[src/hdl/swrr_pkg.sv]
// Shared types, constants and helpers for the smooth WRR client assigner.
`default_nettype none
package swrr_pkg;

  localparam int NUM_SRV          = 5;
  localparam int CLIENT_COUNT_DEF = 256;

  localparam logic [7:0] CAP_RESET [NUM_SRV] = '{8'd40, 8'd20, 8'd30, 8'd70, 8'd40};

  localparam logic [3:0] UNBOUND = 4'd15;

  localparam logic [2:0] ST_FWD    = 3'd0;
  localparam logic [2:0] ST_FULL   = 3'd1;
  localparam logic [2:0] ST_LINKDN = 3'd2;
  localparam logic [2:0] ST_REL    = 3'd3;
  localparam logic [2:0] ST_UNB    = 3'd4;

  localparam logic signed [25:0] RW_MAX = 26'sd8388607;
  localparam logic signed [25:0] RW_MIN = -26'sd8388608;

  typedef struct packed {
    logic clr_step;
    logic accept;
    logic exec;
  } cmd_t;

  typedef struct packed {
    logic clr_last;
  } sts_t;

  function automatic logic signed [23:0] sat24(input logic signed [25:0] v);
    logic signed [23:0] r;
    if (v > RW_MAX) begin
      r = 24'sh7FFFFF;
    end else if (v < RW_MIN) begin
      r = 24'sh800000;
    end else begin
      r = v[23:0];
    end
    return r;
  endfunction

endpackage
`default_nettype wire

[src/hdl/swrr_ctrl.sv]
// Sequencer: clearing pass, idle, execute.
`default_nettype none
module swrr_ctrl
  import swrr_pkg::*;
(
  input  wire logic clk,
  input  wire logic rst_n,
  input  wire logic start,
  input  wire sts_t sts,
  output cmd_t      cmd,
  output logic      busy
);

  typedef enum logic [1:0] {S_CLEAR, S_IDLE, S_EXEC} state_t;

  state_t state_r;
  logic   busy_r;

  assign busy = busy_r;

  always_comb begin
    cmd.clr_step = (state_r == S_CLEAR);
    cmd.accept   = (state_r == S_IDLE) && start;
    cmd.exec     = (state_r == S_EXEC);
  end

  always_ff @(posedge clk) begin
    if (!rst_n) begin
      state_r <= S_CLEAR;
      busy_r  <= 1'b1;
    end else begin
      case (state_r)
        S_CLEAR: begin
          if (sts.clr_last) begin
            state_r <= S_IDLE;
            busy_r  <= 1'b0;
          end
        end
        S_IDLE: begin
          if (start) begin
            state_r <= S_EXEC;
            busy_r  <= 1'b1;
          end
        end
        S_EXEC: begin
          state_r <= S_IDLE;
          busy_r  <= 1'b0;
        end
        default: begin
          state_r <= S_CLEAR;
          busy_r  <= 1'b1;
        end
      endcase
    end
  end

endmodule
`default_nettype wire

[src/hdl/swrr_dp.sv]
// Datapath: binding memory, server loads, running weights, pick and result word.
`default_nettype none
module swrr_dp
  import swrr_pkg::*;
#(
  parameter int CLIENT_COUNT = CLIENT_COUNT_DEF
)(
  input  wire logic        clk,
  input  wire logic        rst_n,
  input  wire cmd_t        cmd,
  output sts_t             sts,
  input  wire logic        cfg_we,
  input  wire logic [2:0]  cfg_index,
  input  wire logic [7:0]  cfg_data,
  input  wire logic        in_req_type,
  input  wire logic [7:0]  in_client_id,
  input  wire logic [4:0]  in_link_up_mask,
  input  wire logic [7:0]  in_flag_bits,
  input  wire logic [63:0] in_temp_identity,
  input  wire logic [63:0] in_short_identity,
  output logic             out_valid,
  output logic [2:0]       out_status,
  output logic [2:0]       out_server_index,
  output logic [7:0]       out_client_out,
  output logic [7:0]       out_flag_bits_out,
  output logic [63:0]      out_temp_identity_out,
  output logic [63:0]      out_short_identity_out
);

  localparam int AW = $clog2(CLIENT_COUNT);

  logic [3:0]  mem [CLIENT_COUNT];
  logic [3:0]  rd_r;
  logic [AW-1:0] clr_cnt_r;

  logic [7:0]         cap_r  [NUM_SRV];
  logic [8:0]         load_r [NUM_SRV];
  logic signed [23:0] rw_r     [NUM_SRV];
  logic signed [23:0] rw_inc_r [NUM_SRV];

  logic        req_r;
  logic [7:0]  cid_r;
  logic [4:0]  links_r;
  logic [7:0]  flags_r;
  logic [63:0] temp_r;
  logic [63:0] short_r;
  logic        in_range_r;
  logic [AW-1:0] addr_r;

  logic [AW+7:0] cid_ext;
  logic [AW-1:0] cid_addr;
  logic          cid_in_range;
  logic [10:0]   total;

  logic          bound;
  logic [2:0]    bsrv;
  logic          found;
  logic [2:0]    best;
  logic signed [23:0] lead_w;

  logic          mem_we;
  logic [AW-1:0] mem_waddr;
  logic [3:0]    mem_wdata;
  logic          bind_we;
  logic [3:0]    bind_code;
  logic          rw_commit;
  logic          inc_en;
  logic          dec_en;
  logic [2:0]    ld_sel;
  logic [2:0]    st;
  logic [2:0]    srv;
  logic          fwd;

  assign cid_ext      = (AW+8)'(in_client_id);
  assign cid_addr     = cid_ext[AW-1:0];
  assign cid_in_range = (32'(in_client_id) < 32'(CLIENT_COUNT));
  assign sts.clr_last = (clr_cnt_r == AW'(CLIENT_COUNT - 1));

  always_comb begin
    total = 11'(cap_r[0]) + 11'(cap_r[1]) + 11'(cap_r[2]) + 11'(cap_r[3]) + 11'(cap_r[4]);
  end

  // tie goes to the lowest index
  always_comb begin
    found  = 1'b0;
    best   = 3'd0;
    lead_w = 24'sd0;
    for (int i = 0; i < NUM_SRV; i++) begin
      if ((load_r[i] < {1'b0, cap_r[i]}) && (!found || (rw_inc_r[i] > lead_w))) begin
        found  = 1'b1;
        best   = 3'(i);
        lead_w = rw_inc_r[i];
      end
    end
  end

  always_comb begin
    bound     = (rd_r < 4'(NUM_SRV));
    bsrv      = rd_r[2:0];
    bind_we   = 1'b0;
    bind_code = UNBOUND;
    rw_commit = 1'b0;
    inc_en    = 1'b0;
    dec_en    = 1'b0;
    ld_sel    = 3'd0;
    st        = ST_FULL;
    srv       = 3'd0;
    fwd       = 1'b0;
    if (!in_range_r) begin
      st = req_r ? ST_UNB : ST_FULL;
    end else if (req_r) begin
      bind_we = 1'b1;
      if (bound) begin
        dec_en = 1'b1;
        ld_sel = bsrv;
        st     = ST_REL;
        srv    = bsrv;
      end else begin
        st = ST_UNB;
      end
    end else if (bound) begin
      bind_we = 1'b1;
      srv     = bsrv;
      if (links_r[bsrv]) begin
        bind_code = rd_r;
        st        = ST_FWD;
        fwd       = 1'b1;
      end else begin
        dec_en = 1'b1;
        ld_sel = bsrv;
        st     = ST_LINKDN;
      end
    end else begin
      rw_commit = 1'b1;
      if (found) begin
        bind_we = 1'b1;
        srv     = best;
        if (links_r[best]) begin
          inc_en    = 1'b1;
          ld_sel    = best;
          bind_code = {1'b0, best};
          st        = ST_FWD;
          fwd       = 1'b1;
        end else begin
          st = ST_LINKDN;
        end
      end
    end
  end

  assign mem_we    = cmd.clr_step || (cmd.exec && bind_we);
  assign mem_waddr = cmd.clr_step ? clr_cnt_r : addr_r;
  assign mem_wdata = cmd.clr_step ? UNBOUND : bind_code;

  always_ff @(posedge clk) begin
    if (mem_we) begin
      mem[mem_waddr] <= mem_wdata;
    end
  end

  always_ff @(posedge clk) begin
    if (cmd.accept) begin
      rd_r <= mem[cid_addr];
    end
  end

  always_ff @(posedge clk) begin
    if (!rst_n) begin
      clr_cnt_r <= '0;
    end else if (cmd.clr_step) begin
      clr_cnt_r <= clr_cnt_r + AW'(1);
    end
  end

  always_ff @(posedge clk) begin
    if (cmd.accept) begin
      req_r      <= in_req_type;
      cid_r      <= in_client_id;
      links_r    <= in_link_up_mask;
      flags_r    <= in_flag_bits;
      temp_r     <= in_temp_identity;
      short_r    <= in_short_identity;
      in_range_r <= cid_in_range;
      addr_r     <= cid_addr;
      for (int i = 0; i < NUM_SRV; i++) begin
        rw_inc_r[i] <= sat24($signed({{2{rw_r[i][23]}}, rw_r[i]}) +
                             $signed({18'd0, cap_r[i]}));
      end
    end
  end

  always_ff @(posedge clk) begin
    if (!rst_n) begin
      for (int i = 0; i < NUM_SRV; i++) begin
        cap_r[i]  <= CAP_RESET[i];
        load_r[i] <= 9'd0;
        rw_r[i]   <= 24'sd0;
      end
    end else begin
      if (cfg_we && (cfg_index < 3'(NUM_SRV))) begin
        cap_r[cfg_index] <= cfg_data;
      end
      if (cmd.exec) begin
        for (int i = 0; i < NUM_SRV; i++) begin
          if (inc_en && (ld_sel == 3'(i))) begin
            load_r[i] <= load_r[i] + 9'd1;
          end else if (dec_en && (ld_sel == 3'(i)) && (load_r[i] != 9'd0)) begin
            load_r[i] <= load_r[i] - 9'd1;
          end
          if (rw_commit) begin
            if (found && (best == 3'(i))) begin
              rw_r[i] <= sat24($signed({{2{rw_inc_r[i][23]}}, rw_inc_r[i]}) -
                               $signed({15'd0, total}));
            end else begin
              rw_r[i] <= rw_inc_r[i];
            end
          end
        end
      end
    end
  end

  always_ff @(posedge clk) begin
    if (!rst_n) begin
      out_valid <= 1'b0;
    end else begin
      out_valid <= cmd.exec;
    end
  end

  always_ff @(posedge clk) begin
    if (cmd.exec) begin
      out_status             <= st;
      out_server_index       <= srv;
      out_client_out         <= cid_r;
      out_flag_bits_out      <= fwd ? flags_r : 8'd0;
      out_temp_identity_out  <= fwd ? temp_r : 64'd0;
      out_short_identity_out <= fwd ? short_r : 64'd0;
    end
  end

endmodule
`default_nettype wire

[src/hdl/capacity_limited_smooth_wrr_assigner_core.sv]
// Top level: capacity-limited smooth weighted round-robin client assigner.
// Start taken in idle enters execute, which registers the result word and out_valid.
// The next word is taken back in idle, after the binding read and its write-back.
// Reset: synchronous; capacities return to defaults, loads and weights clear, and a
// clearing pass marks all CLIENT_COUNT bindings unbound while busy is high.
// The receiver cannot stall; cfg writes are taken at any cycle.
`default_nettype none
module capacity_limited_smooth_wrr_assigner_core
  import swrr_pkg::*;
#(
  parameter int CLIENT_COUNT = CLIENT_COUNT_DEF
)(
  input  wire logic        clk,
  input  wire logic        rst_n,
  input  wire logic        start,
  output logic             busy,
  input  wire logic        in_req_type,
  input  wire logic [7:0]  in_client_id,
  input  wire logic [4:0]  in_link_up_mask,
  input  wire logic [7:0]  in_flag_bits,
  input  wire logic [63:0] in_temp_identity,
  input  wire logic [63:0] in_short_identity,
  output logic             out_valid,
  output logic [2:0]       out_status,
  output logic [2:0]       out_server_index,
  output logic [7:0]       out_client_out,
  output logic [7:0]       out_flag_bits_out,
  output logic [63:0]      out_temp_identity_out,
  output logic [63:0]      out_short_identity_out,
  input  wire logic        cfg_we,
  input  wire logic [2:0]  cfg_index,
  input  wire logic [7:0]  cfg_data
);

  cmd_t cmd;
  sts_t sts;

  swrr_ctrl u_ctrl (
    .clk   (clk),
    .rst_n (rst_n),
    .start (start),
    .sts   (sts),
    .cmd   (cmd),
    .busy  (busy)
  );

  swrr_dp #(
    .CLIENT_COUNT (CLIENT_COUNT)
  ) u_dp (
    .clk                    (clk),
    .rst_n                  (rst_n),
    .cmd                    (cmd),
    .sts                    (sts),
    .cfg_we                 (cfg_we),
    .cfg_index              (cfg_index),
    .cfg_data               (cfg_data),
    .in_req_type            (in_req_type),
    .in_client_id           (in_client_id),
    .in_link_up_mask        (in_link_up_mask),
    .in_flag_bits           (in_flag_bits),
    .in_temp_identity       (in_temp_identity),
    .in_short_identity      (in_short_identity),
    .out_valid              (out_valid),
    .out_status             (out_status),
    .out_server_index       (out_server_index),
    .out_client_out         (out_client_out),
    .out_flag_bits_out      (out_flag_bits_out),
    .out_temp_identity_out  (out_temp_identity_out),
    .out_short_identity_out (out_short_identity_out)
  );

endmodule
`default_nettype wire

[config.mk]
export PLATFORM = sky130hd
export DESIGN_NAME = capacity_limited_smooth_wrr_assigner_core
export DESIGN_NICKNAME = d
export VERILOG_FILES = /design/src/hdl/swrr_pkg.sv /design/src/hdl/swrr_ctrl.sv /design/src/hdl/swrr_dp.sv /design/src/hdl/capacity_limited_smooth_wrr_assigner_core.sv
export SDC_FILE = /design/constraint.sdc
export NUM_CORES = 2
export LEC_CHECK = 0
export BUFFER_PORTS_ARGS = -buffer_cell sky130_fd_sc_hd__buf_4
export CAP_MARGIN = 20
export CORE_MARGIN = 2
export CORE_UTILIZATION = 50
export CTS_CLUSTER_SIZE = 28
export DETAILED_ROUTE_END_ITERATION = 16
export PLACE_DENSITY = 0.66
export SLEW_MARGIN = 10
export SYNTH_ARGS = -nofsm -noshare
export SYNTH_HDL_FRONTEND = slang
export SYNTH_SLANG_ARGS = --single-unit
[constraint.sdc]
create_clock -name clk -period 32.8 [get_ports clk]
set_input_delay 8.2 -clock clk [delete_from_list [all_inputs] [get_ports clk]]
set_output_delay 8.2 -clock clk [all_outputs]
set_load 0.005 [all_outputs]
## Word-level counts from Yosys, hierarchy flattened

Memory sizes are Yosys's and may differ from the RTL's. A register that Yosys moved wholly into a read port is not among the register bits.
Cells that the tools add are included.

| storage, ports and cells | value |
|---|---|
| register bits after elaboration | 312 |
| bits in writable memories | 1349 |
| input bits | 165 |
| output and inout port bits | 152 |
| word-level logic and storage cells | 390 |
| memories | 5 |

| cells by class | value |
|---|---|
| $add $sub $neg | 25 |
| magnitude comparators | 33 |
| equal/unequal tests | 13 |
| mux-type cells | 232 |
| bitwise logic cells | 20 |
| reductions and logical operators | 46 |

Memories:

| memory | words | bits a word | read ports | clocked after memory_dff | wr ports | line | text |
|---|---|---|---|---|---|---|---|
| u_dp.mem | 256 | 4 | 1 | 1 | 1 | swrr_dp.sv:32 | `logic [3:0] mem [CLIENT_COUNT];` |
| u_dp.rw_inc_r | 5 | 24 | 5 | 0 | 5 | swrr_dp.sv:39 | `logic signed [23:0] rw_inc_r [NUM_SRV];` |
| u_dp.rw_r | 5 | 24 | 5 | 0 | 5 | swrr_dp.sv:38 | `logic signed [23:0] rw_r [NUM_SRV];` |
| u_dp.load_r | 5 | 9 | 5 | 0 | 5 | swrr_dp.sv:37 | `logic [8:0] load_r [NUM_SRV];` |
| u_dp.cap_r | 5 | 8 | 5 | 0 | 5 | swrr_dp.sv:36 | `logic [7:0] cap_r [NUM_SRV];` |

Operators by type and width:

| operator | count |
|---|---|
| 24-bit 2-to-1 mux | 59 |
| 26-bit by 24-bit > comparator with 1-bit output, second input constant | 10 |
| 26-bit by 24-bit < comparator with 1-bit output, second input constant | 10 |
| 1-bit 2-to-1 mux | 130 |
| 24-bit by 9-bit adder with 25-bit output | 5 |
| 24-bit by 12-bit subtractor with 25-bit output | 5 |
| 24-bit > comparator | 4 |
| 9-bit 2-to-1 mux | 10 |
| 9-bit by 1-bit adder with 9-bit output, second input constant | 5 |
| 9-bit by 8-bit < comparator with 1-bit output | 5 |
| 3-bit 2-to-1 mux | 15 |
| 9-bit nonzero test | 5 |
| 9-bit by 1-bit subtractor with 9-bit output, second input constant | 5 |
| 11-bit by 8-bit adder with 11-bit output | 3 |
| 1-bit logical AND | 27 |
| 4-bit 2-to-1 mux | 6 |
| 1-bit OR | 20 |
| 8-bit 2-to-1 mux | 2 |
| 3-bit by 2-bit equality test with 1-bit output, second input constant | 4 |
| 2-bit 2-to-1 mux | 6 |
| 8-bit by 8-bit adder with 9-bit output | 1 |
| 8-bit by 1-bit adder with 8-bit output, second input constant | 1 |
| 8-bit equality test, second input constant | 1 |
| 3-bit by 4-bit < comparator with 1-bit output, second input constant | 2 |
| 16 further kinds | 28 |

## Depth between registers and ports, before layout

An unclocked memory read counts as a cell.

| logic depth | value |
|---|---|
| depth after elaboration | 34 |
| gate-level depth with buffers | 64 |
| gate-level depth less buffers | 58 |

## Hierarchy

Synthesis repeated with hierarchy kept, for this count alone.

| second synthesis, totals | value |
|---|---|
| cell total of the unflattened synthesis | 5131 |
| area total of the unflattened synthesis | 76833.7 µm² |

Modules (own cells, without submodules):

| module | times used | cells an instance | area each (µm²) | seq. area each (µm²) |
|---|---|---|---|---|
| swrr_dp | 1 | 5118 | 76704.8 | 49817.8 |
| swrr_ctrl | 1 | 13 | 128.9 | 60.1 |

## Worst setup path before layout

OpenSTA, ideal clock, no wires.

| path | value |
|---|---|
| kind | flip-flop to flip-flop |
| start point | memory u_dp.load_r[0][7] |
| end point | memory u_dp.mem[0][0], data pin |
| library setup time | 3367 ps |
| arrival time | 26358 ps |
| data required time | 29433 ps |
| path slack | 3076 ps |
| stages on the path, launching flop included | 46 |
| path buffers | 8 |
| clock period less this slack | 29724 ps |
| cells stage by stage | edfxtp_1 > ha_1 > a211oi_1 > o211ai_1 > a21oi_1 > clkbuf_1 > nand2_1 > ha_1 > nand4_1 > nor4_1 > o31ai_1 > and4_1 > o31ai_2 > clkbuf_1 > buf_1 > a21oi_1 > ha_1 > nand3_1 > [10 not listed] > nand4_2 > nor4_2 > nand3_1 > o211ai_1 > mux2i_2 > o21ai_2 > buf_2 > clkbuf_1 > mux2_2 > ha_1 > a21oi_1 > nand2_1 > a2111oi_0 > o21ai_0 > or4b_2 > nand3_2 > clkbuf_1 > o311ai_0 |

RTL lines:

| element | line |
|---|---|
| start: declaration | swrr_dp.sv:37 |
| end: declaration | swrr_dp.sv:32 |

==> metrics.cfg <==
[outcome]
outcome = finished clean

[sta]
finalCritPeriodShare_pct = 47.56
finalSetupViolCount = 0
hold_violations = 0
fin_skew_ps = 74.21
max_freq_ghz = 0.06410
hold_slack_ps = 474.4
rsz0062_at_grt = no
setup_ws_ps = 17200
setup_tns_ps = 0
drv_slew = 0
finalCriticalPeriod_ps = 15600
slew_headroom_pct = 21.92
tightest_slew_ps = 1166

[logic_synthesis]
synth_area_leaders = edfxtp_1 64%, mux4_2 10%, ha_1 4.5%, nor2_1 2.5%, nand2_1 1.6%
yosys_warnings = 0
yosys-top-cells-count = 1653 x edfxtp_1, 511 x nor2_1, 341 x mux4_2, 337 x nand2_1, 275 x ha_1
yosysTopAreaCell = edfxtp_1
synthFlopType = edfxtp_1
seq_area_frac_synth_pct = 64.71
syn_nets = 5670
synth_edf_count = 1653
synth_most_common_cell = edfxtp_1
synth_area_sq_um = 77080
async_flop_share_pct = 0
synth_top_area_share_pct = 64.40
synth_cells = 5199
avgSynthCellArea_sq_um = 14.82
synth-seq-cells = 1665
synth_cell_type_count = 99

[critical_path]
cp.required_ps = 33290
cp_slowest_cell = nand2_2
crit_path_start_kind = flip-flop
crit_arrival_ps = 16090
crit_type = reg -> reg
rr_startpoint = u_dp.load_r[0][7]
rr_worst_depth = 55
rr_endpoint = u_dp.load_r[0][8]
reg2reg_slack_ps = 17200
crit_path_end_kind = flip-flop
slowest_delay_ps = 700
cpMostUsedCell = ha_1
setup.worst_path.start = u_dp.load_r[0][7]
crit_fanout = 53

[final_layout]
stdcell_count = 7726
nFillCells = 11990
n_antenna_cell = 0
drive_above_1_share_pct = 18.78
syn2layout_area_growth_pct = 13.62
finish.utilization_pct = 57.05
final_cell_area_sq_um = 87570
fin_nets = 6015

[die]
start_util_pct = 50.21
boundaryPins = 317
dieWidth_um = 396.6
fp.dieH_um = 396.6
rows = 144
core_sq_um = 153500
fp.dieArea_sq_um = 157300

[placed_design]
placed_cell_area_sq_um = 81850
io_buffers = 316
dp_hpwl_mm = 128.2
gp_congestion = 0.9578
numPlacedInstances = 7409
place_ws_ps = 17480

[pwr]
max-vdd-ir-drop_mv = 0.07172
p_total_mw = 5.496
p_leak_nw = 33.16
power_density_nw_per_um2 = 62.76

[worst_hold_path]
hold_path_class = reg -> reg
hold_end = u_dp.out_short_identity_out[25]
hold_depth = 1
hp-start = u_dp.short_r[25]

[detailed_routing]
wl_mm = 189.8
dr.pass1.iters = 6
vias = 45960
initialDrtViolationCount = 4464
wl_per_cell_um = 24.57
drcViolationCount = 0
vias_per_cell = 5.948
ant_nets = 0

[cts]
cts_setup_buffers = 0
post_cts_resized = 0
path_clk_slew_ps = 60
cts.sinks = 1665
clock_latency_ps = 820
ctsLongestPathBuffers = 3
h-tree-depth = 4
cts_tree = done
cts_buffers = 171
cts_hold_buf = 0
cts-root-buf = clkbuf_16

[global_route]
antenna_found_initial = 3
grt.overflow.total = 0
grt_pass1_vias = 45530
grt_pass1_wl_mm = 285.5
grt_max_degree = 165
track_usage_pct = 24.08

[job]
max-cap-violations = 0

## cell families after synthesis
logic type,after synthesis,synth area share [%]
adder cells (fa/ha/maj),306,5.269
AND/OR/NAND/NOR,1484,9.258
buffers and inverters,414,2.058
AO/OA/AOI/OAI,796,6.429
flip-flops,1665,64.71
multiplexers,374,10.45
XOR/XNOR,160,1.818
## power by group
part	switching, mW	internal, mW
sequential	0.0225	2.35
combinational	0.731	0.463
clock	0.847	1.09
## state kept, by name, indices dropped and copies added (netlist names), 2 cells and up
register	flops
u_dp.out_client_out	8
u_ctrl.state_r	2
u_dp.out_short_identity_out	64
u_dp.load_r	45
u_dp.rw_inc_r	120
u_dp.rd_r	4
u_dp.links_r	5
u_dp.out_temp_identity_out	64
u_dp.cid_r	8
u_dp.mem	1024
u_dp.out_status	3
u_dp.rw_r	120
u_dp.out_flag_bits_out	8
u_dp.flags_r	8
u_dp.temp_r	64
u_dp.cap_r	40
u_dp.clr_cnt_r	8
u_dp.out_server_index	3
u_dp.short_r	64
## critical path, delay by kind of cell (launching register included)
family / cells / cell delay [ps]
compound gates: 21 / 4370
xor+xnor: 2 / 360
fa+ha+maj: 6 / 2210
buf+inv: 5 / 1750
flops: 1 / 420
mux: 2 / 530
simple gates: 19 / 5600
## per-layer routing
| layer | up-vias | share of wire [%] | GRT usage (%) |
|---|---|---|---|
| li1 | 20630 | - | - |
| met1 | 23180 | 41 | 33.63 |
| met2 | 1829 | 48 | 38.75 |
| met3 | 320 | 7.8 | 4.104 |
| met4 | 2 | 3.2 | 7.706 |
| met5 | - | 0.0053 | 0 |
## placed cells by master (no fill, tap or decap), types with 15 or more instances in the layout
cell type	synthesis	routed
edfxtp_1	1653	1653
nor2_1	511	510
buf_4	5	378
mux4_2	341	341
nand2_1	337	336
ha_1	275	275
a21oi_1	249	248
o21ai_0	214	212
inv_1	193	192
and2_1	183	183
clkbuf_16	0	171
xnor2_1	110	109
nor3_1	83	83
nand3_1	81	81
a21o_1	49	49
xor2_1	50	49
nor2b_1	48	47
and3_1	39	39
o21bai_1	39	39
nand2b_1	37	37
clkbuf_1	168	34
or3_1	32	32
nand4_1	32	32
fa_1	31	31
clkinv_2	0	30
a211oi_1	28	28
a21boi_0	28	28
clkinv_1	0	28
a31oi_1	26	26
mux2_2	25	25
o31ai_1	24	24
nand3b_1	23	23
o211ai_1	17	17
o21a_1	16	16
o22ai_1	16	16
nor4_1	15	15
## layout make-up
class / instances / area (sq um) / share of cell area (%)
clock buffers: 209 / 4462 / 5.095
clock inverters: 102 / 1180 / 1.347
inverters: 195 / 737.0 / 0.8415
multi-input cells: 3120 / 25700 / 29.35
flip-flops and latches: 1665 / 49880 / 56.96
well taps: 2044 / 2557 / 2.920
repair buffers: 391 / 3059 / 3.493
## how the worst max path moves through the flow
stage / cells after the start / to
2_1_floorplan: 45 / u_dp.mem[0][0]
3_3_place_gp: 54 / u_dp.load_r[0][8]
3_5_place_dp: 55 / u_dp.load_r[0][8]
4_1_cts: 55 / u_dp.load_r[0][8]
5_1_grt: 57 / u_dp.load_r[0][8]
6_report: 55 / u_dp.load_r[0][8]
Note: power is estimated with default switching activity, not from simulation.
